$ cat src/pngdf_pkg.sv
package pngdf_pkg;

  typedef enum logic [2:0] {
    PH_SIG,
    PH_LEN,
    PH_TYPE,
    PH_DATA,
    PH_CRC,
    PH_DONE
  } phase_t;

  typedef enum logic [2:0] {
    CK_UNKNOWN,
    CK_IHDR,
    CK_PLTE,
    CK_IDAT,
    CK_IEND
  } chunk_t;

  typedef enum logic [1:0] {
    KIND_PAYLOAD,
    KIND_HEADER,
    KIND_END,
    KIND_ERROR
  } kind_t;

  localparam logic [2:0] ERR_SIGNATURE   = 3'd0;
  localparam logic [2:0] ERR_DEPTH       = 3'd1;
  localparam logic [2:0] ERR_COLOR_TYPE  = 3'd2;
  localparam logic [2:0] ERR_COMPRESSION = 3'd3;
  localparam logic [2:0] ERR_FILTER      = 3'd4;
  localparam logic [2:0] ERR_INTERLACE   = 3'd5;
  localparam logic [2:0] ERR_PALETTE     = 3'd6;

  localparam logic [31:0] TAG_IHDR = 32'h4948_4452;
  localparam logic [31:0] TAG_PLTE = 32'h504C_5445;
  localparam logic [31:0] TAG_IDAT = 32'h4944_4154;
  localparam logic [31:0] TAG_IEND = 32'h4945_4E44;

  localparam logic [7:0] HDR_DEPTH      = 8'd8;
  localparam logic [7:0] HDR_COLOR_RGBA = 8'd6;

  function automatic logic [7:0] sig_byte(input logic [2:0] idx);
    logic [7:0] b;
    unique case (idx)
      3'd0: b = 8'd137;
      3'd1: b = 8'd80;
      3'd2: b = 8'd78;
      3'd3: b = 8'd71;
      3'd4: b = 8'd13;
      3'd5: b = 8'd10;
      3'd6: b = 8'd26;
      3'd7: b = 8'd10;
      default: b = 8'd0;
    endcase
    return b;
  endfunction

endpackage

$ cat src/pngdf_if.sv
interface pngdf_in_if;
  logic       valid;
  logic       ready;
  logic [7:0] data_byte;
  logic       file_start;

  modport source (output valid, output data_byte, output file_start, input ready);
  modport sink (input valid, input data_byte, input file_start, output ready);
endinterface

interface pngdf_out_if;
  logic        valid;
  logic        ready;
  logic [1:0]  kind;
  logic [7:0]  payload_byte;
  logic [31:0] image_width;
  logic [31:0] image_height;
  logic [2:0]  error_code;

  modport source (output valid, output kind, output payload_byte, output image_width,
                  output image_height, output error_code, input ready);
  modport sink (input valid, input kind, input payload_byte, input image_width,
                input image_height, input error_code, output ready);
endinterface

$ cat src/png_chunk_deframer_core.sv
// Channel   Modport  Payload
// stream    sink     data_byte, file_start
// results   source   kind, payload_byte, image_width, image_height, error_code
//
// One byte is taken per cycle while stream.ready is high; a byte's result, if
// it has one, appears on the next cycle from the output register.
// The whole parse step is one pass of logic between the state registers and
// the output register, so a new byte can follow in every cycle.
// Reset is synchronous and puts the parser in the signature phase.
// A stalled result holds the output register, and stream takes a transfer only
// while that register is empty or is being drained in the same cycle.
module png_chunk_deframer_core
  import pngdf_pkg::*;
(
  input  logic          clk,
  input  logic          rst,
  pngdf_in_if.sink      stream,
  pngdf_out_if.source   results
);

  phase_t      phase, phase_next;
  logic [31:0] byte_count, byte_count_next;
  logic [31:0] chunk_length, chunk_length_next;
  chunk_t      chunk_kind, chunk_kind_next;
  logic [31:0] gather_word, gather_word_next;
  logic [31:0] width_store, width_store_next;
  logic [31:0] height_store, height_store_next;

  logic        out_valid;
  kind_t       out_kind;
  logic [7:0]  out_payload;
  logic [31:0] out_width;
  logic [31:0] out_height;
  logic [2:0]  out_error;

  logic        accept;
  logic        res_valid;
  kind_t       res_kind;
  logic [7:0]  res_payload;
  logic [31:0] res_width;
  logic [31:0] res_height;
  logic [2:0]  res_error;

  assign stream.ready = !out_valid || results.ready;
  assign accept       = stream.valid && stream.ready;

  always_comb begin
    phase_t      ph;
    logic [31:0] bc;
    logic [31:0] clen;
    chunk_t      ck;
    logic [31:0] gw;
    logic [31:0] ws;
    logic [31:0] hs;
    logic [31:0] word;
    logic [31:0] bc_inc;
    logic [7:0]  b;
    logic        bad;
    logic [2:0]  bad_code;
    logic        last;

    b = stream.data_byte;
    if (stream.file_start) begin
      ph   = PH_SIG;
      bc   = '0;
      clen = '0;
      ck   = CK_UNKNOWN;
      gw   = '0;
      ws   = '0;
      hs   = '0;
    end else begin
      ph   = phase;
      bc   = byte_count;
      clen = chunk_length;
      ck   = chunk_kind;
      gw   = gather_word;
      ws   = width_store;
      hs   = height_store;
    end

    word     = {gw[23:0], b};
    bc_inc   = bc + 32'd1;
    bad      = 1'b0;
    bad_code = ERR_SIGNATURE;
    last     = (bc_inc == clen);

    phase_next        = ph;
    byte_count_next   = bc;
    chunk_length_next = clen;
    chunk_kind_next   = ck;
    gather_word_next  = gw;
    width_store_next  = ws;
    height_store_next = hs;

    res_valid   = 1'b0;
    res_kind    = KIND_PAYLOAD;
    res_payload = '0;
    res_width   = '0;
    res_height  = '0;
    res_error   = '0;

    unique case (ph)
      PH_SIG: begin
        if (b != sig_byte(bc[2:0])) begin
          res_valid  = 1'b1;
          res_kind   = KIND_ERROR;
          res_error  = ERR_SIGNATURE;
          phase_next = PH_DONE;
        end else if (bc == 32'd7) begin
          phase_next       = PH_LEN;
          byte_count_next  = '0;
          gather_word_next = '0;
        end else begin
          byte_count_next = bc_inc;
        end
      end
      PH_LEN: begin
        if (bc == 32'd3) begin
          chunk_length_next = word;
          phase_next        = PH_TYPE;
          byte_count_next   = '0;
          gather_word_next  = '0;
        end else begin
          gather_word_next = word;
          byte_count_next  = bc_inc;
        end
      end
      PH_TYPE: begin
        if (bc != 32'd3) begin
          gather_word_next = word;
          byte_count_next  = bc_inc;
        end else begin
          byte_count_next  = '0;
          gather_word_next = '0;
          priority if (word == TAG_IHDR) chunk_kind_next = CK_IHDR;
          else if (word == TAG_PLTE) chunk_kind_next = CK_PLTE;
          else if (word == TAG_IDAT) chunk_kind_next = CK_IDAT;
          else if (word == TAG_IEND) chunk_kind_next = CK_IEND;
          else chunk_kind_next = CK_UNKNOWN;

          if (word == TAG_PLTE) begin
            res_valid  = 1'b1;
            res_kind   = KIND_ERROR;
            res_error  = ERR_PALETTE;
            phase_next = PH_DONE;
          end else if (word == TAG_IEND) begin
            res_valid  = 1'b1;
            res_kind   = KIND_END;
            phase_next = PH_DONE;
          end else begin
            if (word == TAG_IHDR) begin
              width_store_next  = '0;
              height_store_next = '0;
            end
            if (clen == 32'd0) begin
              phase_next = PH_CRC;
              if (word == TAG_IHDR) begin
                res_valid  = 1'b1;
                res_kind   = KIND_ERROR;
                res_error  = ERR_DEPTH;
                phase_next = PH_DONE;
              end
            end else begin
              phase_next = PH_DATA;
            end
          end
        end
      end
      PH_DATA: begin
        if (ck == CK_IDAT) begin
          res_valid   = 1'b1;
          res_kind    = KIND_PAYLOAD;
          res_payload = b;
        end else if (ck == CK_IHDR) begin
          priority if (bc < 32'd4) begin
            width_store_next = {ws[23:0], b};
          end else if (bc < 32'd8) begin
            height_store_next = {hs[23:0], b};
          end else if (bc == 32'd8) begin
            bad      = (b != HDR_DEPTH);
            bad_code = ERR_DEPTH;
          end else if (bc == 32'd9) begin
            bad      = (b != HDR_COLOR_RGBA);
            bad_code = ERR_COLOR_TYPE;
          end else if (bc == 32'd10) begin
            bad      = (b != 8'd0);
            bad_code = ERR_COMPRESSION;
          end else if (bc == 32'd11) begin
            bad      = (b != 8'd0);
            bad_code = ERR_FILTER;
          end else if (bc == 32'd12) begin
            bad      = (b != 8'd0);
            bad_code = ERR_INTERLACE;
            if (b == 8'd0) begin
              res_valid  = 1'b1;
              res_kind   = KIND_HEADER;
              res_width  = ws;
              res_height = hs;
            end
          end else begin
            bad = 1'b0;
          end
        end

        if (bad) begin
          res_valid  = 1'b1;
          res_kind   = KIND_ERROR;
          res_error  = bad_code;
          phase_next = PH_DONE;
        end else if (last) begin
          phase_next      = PH_CRC;
          byte_count_next = '0;
          if (ck == CK_IHDR && bc < 32'd12) begin
            res_valid = 1'b1;
            if (bc < 32'd8) begin
              res_kind   = KIND_ERROR;
              res_error  = ERR_DEPTH;
              phase_next = PH_DONE;
            end else if (bc == 32'd8) begin
              res_kind   = KIND_ERROR;
              res_error  = ERR_COLOR_TYPE;
              phase_next = PH_DONE;
            end else begin
              res_kind   = KIND_HEADER;
              res_width  = ws;
              res_height = hs;
            end
          end
        end else begin
          byte_count_next = bc_inc;
        end
      end
      PH_CRC: begin
        if (bc == 32'd3) begin
          phase_next       = PH_LEN;
          byte_count_next  = '0;
          gather_word_next = '0;
        end else begin
          byte_count_next = bc_inc;
        end
      end
      PH_DONE: begin
        phase_next = PH_DONE;
      end
      default: begin
        phase_next = ph;
      end
    endcase
  end

  always_ff @(posedge clk) begin
    if (rst) begin
      phase        <= PH_SIG;
      byte_count   <= '0;
      chunk_length <= '0;
      chunk_kind   <= CK_UNKNOWN;
      gather_word  <= '0;
      width_store  <= '0;
      height_store <= '0;
    end else if (accept) begin
      phase        <= phase_next;
      byte_count   <= byte_count_next;
      chunk_length <= chunk_length_next;
      chunk_kind   <= chunk_kind_next;
      gather_word  <= gather_word_next;
      width_store  <= width_store_next;
      height_store <= height_store_next;
    end
  end

  always_ff @(posedge clk) begin
    if (rst) begin
      out_valid <= 1'b0;
    end else if (accept) begin
      out_valid <= res_valid;
    end else if (results.ready) begin
      out_valid <= 1'b0;
    end
  end

  always_ff @(posedge clk) begin
    if (accept && res_valid) begin
      out_kind    <= res_kind;
      out_payload <= res_payload;
      out_width   <= res_width;
      out_height  <= res_height;
      out_error   <= res_error;
    end
  end

  assign results.valid        = out_valid;
  assign results.kind         = out_kind;
  assign results.payload_byte = out_payload;
  assign results.image_width  = out_width;
  assign results.image_height = out_height;
  assign results.error_code   = out_error;

`ifndef SYNTHESIS
  a_error_ends_parse: assert property (@(posedge clk) disable iff (rst)
    accept && res_valid && res_kind == KIND_ERROR |=> phase == PH_DONE)
    else $error("Parser did not stop after reporting an error.");

  a_done_holds: assert property (@(posedge clk) disable iff (rst)
    phase == PH_DONE && !(accept && stream.file_start) |=> phase == PH_DONE)
    else $error("Parser left the done phase without a new file start.");

  a_payload_from_idat: assert property (@(posedge clk) disable iff (rst)
    accept && res_valid && res_kind == KIND_PAYLOAD |->
      !stream.file_start && phase == PH_DATA && chunk_kind == CK_IDAT)
    else $error("Payload byte produced outside an image data chunk.");

  a_result_loaded: assert property (@(posedge clk) disable iff (rst)
    accept && res_valid |=> results.valid)
    else $error("Result of an accepted byte was lost.");
`endif

endmodule

$ cat src/flat_wrapper.sv
// flat-port wrapper written by rule: the top's interface ports become plain ports
module png_chunk_deframer_core_flat import pngdf_pkg::*;
  (clk, rst, stream_valid, stream_data_byte, stream_file_start, stream_ready, results_valid, results_kind, results_payload_byte, results_image_width, results_image_height, results_error_code, results_ready);
  pngdf_in_if stream_i ();
  pngdf_out_if results_i ();
  input  logic clk;
  input  logic rst;
  input wire logic [$bits(stream_i.valid)-1:0] stream_valid;
  input wire logic [$bits(stream_i.data_byte)-1:0] stream_data_byte;
  input wire logic [$bits(stream_i.file_start)-1:0] stream_file_start;
  output wire logic [$bits(stream_i.ready)-1:0] stream_ready;
  output wire logic [$bits(results_i.valid)-1:0] results_valid;
  output wire logic [$bits(results_i.kind)-1:0] results_kind;
  output wire logic [$bits(results_i.payload_byte)-1:0] results_payload_byte;
  output wire logic [$bits(results_i.image_width)-1:0] results_image_width;
  output wire logic [$bits(results_i.image_height)-1:0] results_image_height;
  output wire logic [$bits(results_i.error_code)-1:0] results_error_code;
  input wire logic [$bits(results_i.ready)-1:0] results_ready;
  assign stream_i.valid = stream_valid;
  assign stream_i.data_byte = stream_data_byte;
  assign stream_i.file_start = stream_file_start;
  assign stream_ready = stream_i.ready;
  assign results_valid = results_i.valid;
  assign results_kind = results_i.kind;
  assign results_payload_byte = results_i.payload_byte;
  assign results_image_width = results_i.image_width;
  assign results_image_height = results_i.image_height;
  assign results_error_code = results_i.error_code;
  assign results_i.ready = results_ready;
  png_chunk_deframer_core u_core (.clk(clk), .rst(rst), .stream(stream_i), .results(results_i));
endmodule
$ cat config.mk
export PLATFORM = sky130hd
export DESIGN_NAME = png_chunk_deframer_core_flat
export DESIGN_NICKNAME = d
export VERILOG_FILES = /design/src/pngdf_pkg.sv /design/src/pngdf_if.sv /design/src/png_chunk_deframer_core.sv /design/src/flat_wrapper.sv
export SDC_FILE = /design/constraint.sdc
export NUM_CORES = 1
export LEC_CHECK = 0
export BUFFER_PORTS_ARGS = -buffer_cell sky130_fd_sc_hd__buf_2
export CORE_MARGIN = 2
export CORE_UTILIZATION = 32
export CTS_BUF_LIST = sky130_fd_sc_hd__clkbuf_8
export DETAILED_ROUTE_END_ITERATION = 6
export GPL_ROUTABILITY_DRIVEN = 0
export SYNTH_ARGS = -nofsm -noshare
export SYNTH_HDL_FRONTEND = slang
export SYNTH_SLANG_ARGS = --single-unit
$ cat constraint.sdc
create_clock -name clk -period 8.2 [get_ports clk]
set_clock_uncertainty 0.1 [all_clocks]
set_input_delay 1.64 -clock clk [delete_from_list [all_inputs] [get_ports clk]]
set_output_delay 1.64 -clock clk [all_outputs]
set_load 0.005 [all_outputs]
After elaboration in Yosys (flattened, before gate mapping)
Memories as Yosys holds them, arrays and structs flattened.
Index checks and enable logic that the tools add are counted.
- bitwise gates (word level): 0
- reduce and logical (&&, ||, !) cells: 12
- divide/modulo/power cells: 0
- equal/unequal tests: 23
- $mul: 0
- muxes and demuxes: 165
- shifts and indexed selects: 0
- $lt $le $gt $ge: 3
- add/subtract/negate cells: 1
- operator list (operator ; count):
    $mux 32 ; 63
    $pmux 32 s4 ; 2
    $eq 32x4->1 const B ; 5
    $eq 32x31->1 const B ; 4
    $pmux 32 s2 ; 2
    $mux 3 ; 37
    $lt 32x4->1 const B ; 2
    $mux 2 ; 21
    $mux 1 ; 35
    $add 32x1->32 const B ; 1
    $eq 32x2->1 const B ; 1
    $eq 32x3->1 const B ; 1
    $eq 32x32->1 ; 1
    $logic_not 32->1 ; 1
    $lt 32x3->1 const B ; 1
    $ne 32x2->1 const B ; 1
    $pmux 3 s6 ; 1
    $eq 3x2->1 const B ; 3
    $logic_not 8->1 ; 1
    $mux 8 ; 1
    $ne 8x3->1 const B ; 1
    $ne 8x4->1 const B ; 1
    $ne 8x8->1 ; 1
    $reduce_bool 8->1 ; 1
    12 further kinds ; 16
- bits in latches: 0
- RAM bits: 0
- input port bits: 13
- register bits after elaboration: 244
- bits in read-only memories: 56
- memories: 1
- output and inout port bits: 79
- memories (name ; depth ; bits a word ; rd ports ; clocked after memory_dff ; wr ports ; RTL line ; source):
    (no name shown) ; 8 ; 7 ; 1 ; 0 ; 0 ; pngdf_pkg.sv:45 ; unique case (idx)

Logic depth before layout (Yosys ltp)
- depth after elaboration: 16
- gate-level depth with buffers: 21

Worst setup path before layout
No wires, ideal clock.
- path kind: input-to-reg
- start point: input stream_file_start
- end point: register u_core.out_error[0], in the netlist u_core.results.error_code[0], enable pin
- arrival time: 6.547 ns
- slack: 1.122 ns
- stages on the path: 18
- path buffers: 3
- required time: 7.669 ns
- cell sequence: buf_2 clkbuf_1 clkinv_1 clkbuf_1 nand2_1 inv_1 ha_1 nand2_1 or2_1 or4_4 a311oi_1 o2111ai_1 o41ai_2 nand4_2 nor2_1 or4_1 a21oi_1 inv_1
- cells in the longest elaborated chain, start to end: 16
- elaborated cells between the ends (all ways): 59
- those cells by class: 1 x add/sub; 3 x order compare; 15 x eq/ne; 35 x mux; 4 x reduce/logical; 1 x memory
- ends and longest elaborated chain (item ; RTL line ; source):
    start, declared ; flat_wrapper.sv:10 ; input wire logic [$bits(stream_i.file_start)-1:0] stream_file_start;
    $mux 32 ; png_chunk_deframer_core.sv:63 ; if (stream.file_start) begin
    $eq 32x4->1 ; png_chunk_deframer_core.sv:191 ; end else if (bc == 32'd12) begin
    $mux 1 ; png_chunk_deframer_core.sv:191 ;
    $mux 1 ; png_chunk_deframer_core.sv:188 ; end else if (bc == 32'd11) begin
    $mux 1 ; png_chunk_deframer_core.sv:185 ; end else if (bc == 32'd10) begin
    $mux 1 ; png_chunk_deframer_core.sv:182 ; end else if (bc == 32'd9) begin
    $mux 1 ; png_chunk_deframer_core.sv:179 ; end else if (bc == 32'd8) begin
    $mux 1 ; png_chunk_deframer_core.sv:177 ; end else if (bc < 32'd8) begin
    $mux 1 ; png_chunk_deframer_core.sv:175 ; priority if (bc < 32'd4) begin
    $mux 1 ; png_chunk_deframer_core.sv:174 ; end else if (ck == CK_IHDR) begin
    $mux 1 ; png_chunk_deframer_core.sv:170 ; if (ck == CK_IDAT) begin
    $mux 1 ; png_chunk_deframer_core.sv:213 ; if (ck == CK_IHDR && bc < 32'd12) begin
    $mux 1 ; png_chunk_deframer_core.sv:210 ; end else if (last) begin
    $mux 1 ; png_chunk_deframer_core.sv:205 ; if (bad) begin
    $pmux 1 s3 * ; png_chunk_deframer_core.sv:102 ; unique case (ph)
    $logic_and 1x1->1 * ; png_chunk_deframer_core.sv:282 ; if (accept && res_valid) begin
    end signal, assigned ; png_chunk_deframer_core.sv:287 ; out_error <= res_error;
    end, declared ; png_chunk_deframer_core.sv:34 ; logic [2:0] out_error;
Every way passes the cells marked *; elsewhere a longest branch is shown, timed or not. The select of a mux whose other input is x is not followed.
A chain may end at the register's enable or synchronous reset.

Worst setup path after layout
- start point: input stream_file_start
- end point: register u_core.out_payload[0], in the netlist u_core.results.payload_byte[0], enable pin
- cells in the longest elaborated chain, start to end: 16
- elaborated cells between the ends (all ways): 59
- those cells by class: 1 x add/sub; 3 x order compare; 15 x eq/ne; 35 x mux; 4 x reduce/logical; 1 x memory
- ends and longest elaborated chain (item ; RTL line ; source):
    $mux 32 ; png_chunk_deframer_core.sv:63 ;
    $eq 32x4->1 ; png_chunk_deframer_core.sv:191 ;
    $mux 1 ; png_chunk_deframer_core.sv:191 ;
    $mux 1 ; png_chunk_deframer_core.sv:188 ;
    $mux 1 ; png_chunk_deframer_core.sv:185 ;
    $mux 1 ; png_chunk_deframer_core.sv:182 ;
    $mux 1 ; png_chunk_deframer_core.sv:179 ;
    $mux 1 ; png_chunk_deframer_core.sv:177 ;
    $mux 1 ; png_chunk_deframer_core.sv:175 ;
    $mux 1 ; png_chunk_deframer_core.sv:174 ;
    $mux 1 ; png_chunk_deframer_core.sv:170 ;
    $mux 1 ; png_chunk_deframer_core.sv:213 ;
    $mux 1 ; png_chunk_deframer_core.sv:210 ;
    $mux 1 ; png_chunk_deframer_core.sv:205 ;
    $pmux 1 s3 * ; png_chunk_deframer_core.sv:102 ;
    $logic_and 1x1->1 * ; png_chunk_deframer_core.sv:282 ;
    end signal, assigned ; png_chunk_deframer_core.sv:284 ; out_payload <= res_payload;
    end, declared ; png_chunk_deframer_core.sv:31 ; logic [7:0] out_payload;
Marked as above.

==> results_dict.tcl <==
set metrics [dict create \
    grt_pass1_vias 9135 \
    worstMarginPinSlew_ns 1.29 \
    slew_headroom 0.140 \
    finalCriticalPeriod_ns 6.19 \
    critical_path_depth 17 \
    syn_area_um2 11500 \
    synth_seq_cells 236 \
    rr_worst_depth 15 \
    tns_ns 0 \
    grt_overflow 0 \
    grt_usage 0.173 \
    die-area_um2 37600 \
    port_buffers 91 \
    cp_cell_sequence "buf_2 -> clkinv_1 -> nand2_1 -> inv_1 -> ha_1 -> nand2_1 -> or2_1 -> or4_4 -> a311oi_1 -> o2111ai_1 -> o41ai_2 -> nand4_2 -> nor2_1 -> or4_1 -> a21oi_1 -> inv_2 -> buf_12" \
    fill_cells 3573 \
    synthFlopType "dfxtp_1" \
    hold_buffers 0 \
    cts_tree "built" \
    drt-total-wl_um 33600 \
    viasPerCell 5.58 \
    leakage_nw 4.67 \
    cts_buffers 41 \
    drive_above_1_share 0.141 \
    cp-start-kind "input pin" \
    critPathMaxStageDelay_ns 0.64 \
    crit_top_cell "nand2_1" \
    die_y_um 194 \
    whs_path_depth 2 \
    switching_power_uw 672 \
    area_growth_pct 13.8 \
    maxCapViolCount 0 \
    yosysWarnings 0 \
    pwr-share-seq 0.484 \
    min_path_type "flip-flop to flip-flop" \
    crit_buf_inv 5 \
    cellPowerDensity_nw_per_um2 201 \
    r2r-start "u_core.byte_count[0]" \
    p_total_mw 2.63 \
    io_pins 92 \
    crit_fanout 41 \
    layout.cells.non_filler 1801 \
    power_frac_comb 0.082 \
    synthTopCellsByArea "dfxtp_1 (28%), edfxtp_1 (20%), a22oi_1 (7.7%)" \
    hold_end "u_core.height_store[22]" \
    avgRoutedWirePerCell_um 18.7 \
    crit_path_end_kind "flip-flop" \
    multi_input_area_um2 5540 \
    post_cts_resized 0 \
    placed_cells 1725 \
    clock_latency_ns 0.59 \
    sw_frac_of_total 0.255 \
    finalMaxSlewViolations 0 \
    grt_antenna_before_repair 0 \
    finalWorstSetupSlack_ns 2.01 \
    status "finished, final reports clean" \
    pre_cts_ws_ns 1.51 \
    die_x_um 194 \
    n_antenna_cell 0 \
    antenna_left 0 \
    firstDrtPassIters 5 \
    grt_pass1_wl_um 52500 \
    vias 10100 \
    hold_viol_final 0 \
    root_buffer "clkbuf_8" \
    layout_common_cells "nor2_1 (185), dfxtp_1 (159), a22oi_1 (118), buf_2 (90), edfxtp_1 (77)" \
    clock.fmax_mhz 161 \
    finalCritPeriodShare 0.755 \
    worstPathRequired_ns 8.34 \
    arrival_ns 6.33 \
    htree_num_levels 2 \
    worst_hold_slack_ns 0.369 \
    ff_latch_area_um2 5500 \
    core_area_um2 35500 \
    seq_area_frac_synth 0.477 \
    synth_edf_count 77 \
    cts_buffer_depth 3 \
    cts.sinks 236 \
    critPathTopFamily "simple AND/OR/NAND/NOR gates" \
    fp-row-count 69 \
    avgSynthCellArea_um2 9.14 \
    ir_drop_mv 0.115 \
    hp-start "u_core.height_store[22]" \
    ys_async_sr_fraction 0 \
    path_class "input pin to flip-flop" \
    r2r_end "u_core.results.payload_byte[0]" \
    path_clk_slew_ns 0.06 \
    nets 1324 \
    internal_power_mw 1.96 \
    cts_setup_buffers 0 \
    syn-instance-count 1262 \
    setup_viol 0 \
    synthesis.nets 1279 \
    p_clk_frac 0.434 \
    layout_commonest_cell "nor2_1" \
    synth_top_area_frac 0.276 \
    synth_cell_types 79 \
    rsz0062_at_grt "no" \
    grt_max_degree 96 \
    drc 0 \
    yosysTopAreaCell "dfxtp_1" \
    initial_utilization 0.325 \
    drt_iter0_drc 1181 \
    hpwl_um 22700 \
    r2r_slack_ns 2.57 \
    slowest_stage "inv_2" \
]
[power groups by stage]
stage | Combinational [mW] | Sequential [mW] | Clock, mW
5_1_grt | 0.233 | 1.28 | 1.23
6_report | 0.215 | 1.27 | 1.14
3_5_place_dp | 0.215 | 1.30 | 0
3_3_place_gp | 0.213 | 1.30 | 0
2_1_floorplan | 0.131 | 1.29 | 0
4_1_cts | 0.216 | 1.27 | 1.17
[routing by layer]
| layer | track usage | routed length, um |
|---|---|---|
| met1 | 0.240 | 15200 |
| met3 | 0.0346 | 2370 |
| met2 | 0.265 | 15000 |
| met5 | 0 | 0 |
| met4 | 0.0645 | 988 |
[synth_stat cells (7+ instances only)]
master,count
nor4_1,28
and4_1,8
buf_6,8
nand2b_1,11
nand4_1,27
clkbuf_1,83
inv_1,14
a311oi_1,10
nand2_1,70
o21ai_0,33
nor3_1,28
nand3b_1,13
and2_1,71
nor2b_1,17
nor2_1,187
xor2_1,15
a22oi_1,118
a21oi_1,51
a21o_1,7
edfxtp_1,77
xnor2_1,33
a211oi_1,9
and3_1,26
dfxtp_1,159
nor3b_1,8
buf_2,8
o31ai_1,7
mux2i_1,8
nand3_1,33
[flip-flops by register name, indices dropped and copies added, names as in the netlist]
register                     flops
u_core.chunk_length             32
u_core.results.payload_byte      8
u_core.results.image_height     32
u_core.results.valid             1
u_core.width_store              32
u_core.byte_count               32
u_core.results.image_width      32
u_core.chunk_kind                3
u_core.results.error_code        3
u_core.phase                     3
u_core.results.kind              2
u_core.height_store             32
u_core.gather_word              24
[worst reg2reg max path: stages, from the launching register on]
cell       delay, ns
dfxtp_1         0.72
nand2_1         0.20
inv_1           0.13
ha_1            0.45
nand2_1         0.15
or2_1           0.29
or4_4           0.54
a311oi_1        0.30
o2111ai_1       0.17
o41ai_2         0.37
nand4_2         0.35
nor2_1          0.28
or4_1           0.14
a21oi_1         0.09
inv_2           0.64
buf_12          0.33
[worst max path at each step]
stage | start | endpoint | slack, ns
after floorplan | stream_file_start | u_core.results.error_code[0] | 1.12
after global placement | stream_file_start | u_core.results.image_height[31] | 1.64
after detailed placement | stream_file_start | u_core.results.image_height[28] | 1.51
after CTS | stream_file_start | u_core.results.payload_byte[2] | 2.10
after global routing | stream_file_start | u_core.results.kind[1] | 1.60
final | stream_file_start | u_core.results.payload_byte[0] | 2.01
[kinds of logic after synthesis]
kind of cell | Yosys count | synth area share
mux | 8 | 0.00695
xor+xnor | 48 | 0.0365
flops | 236 | 0.477
buf+inv | 116 | 0.0442
simple gates | 567 | 0.259
fa+ha+maj | 4 | 0.00434
compound gates | 283 | 0.172
[per-stage QoR]
stage,utilization,area [um2]
after global placement,0.345,12200
after detailed placement,0.345,12200
after floorplan,-,11500
after global routing,0.370,13100
after CTS,0.370,13100
final,0.370,13100
[final cells by class]
type                            instances  share of cell area
Sequential cell                       236               0.419
Clock inverter                         27              0.0162
Multi-Input combinational cell        910               0.423
Inverter                               15             0.00429
Clock buffer                           49              0.0514
Tap cell                              461              0.0440
Timing Repair Buffer                  103              0.0427
Note: power is estimated with default switching activity, not from simulation.
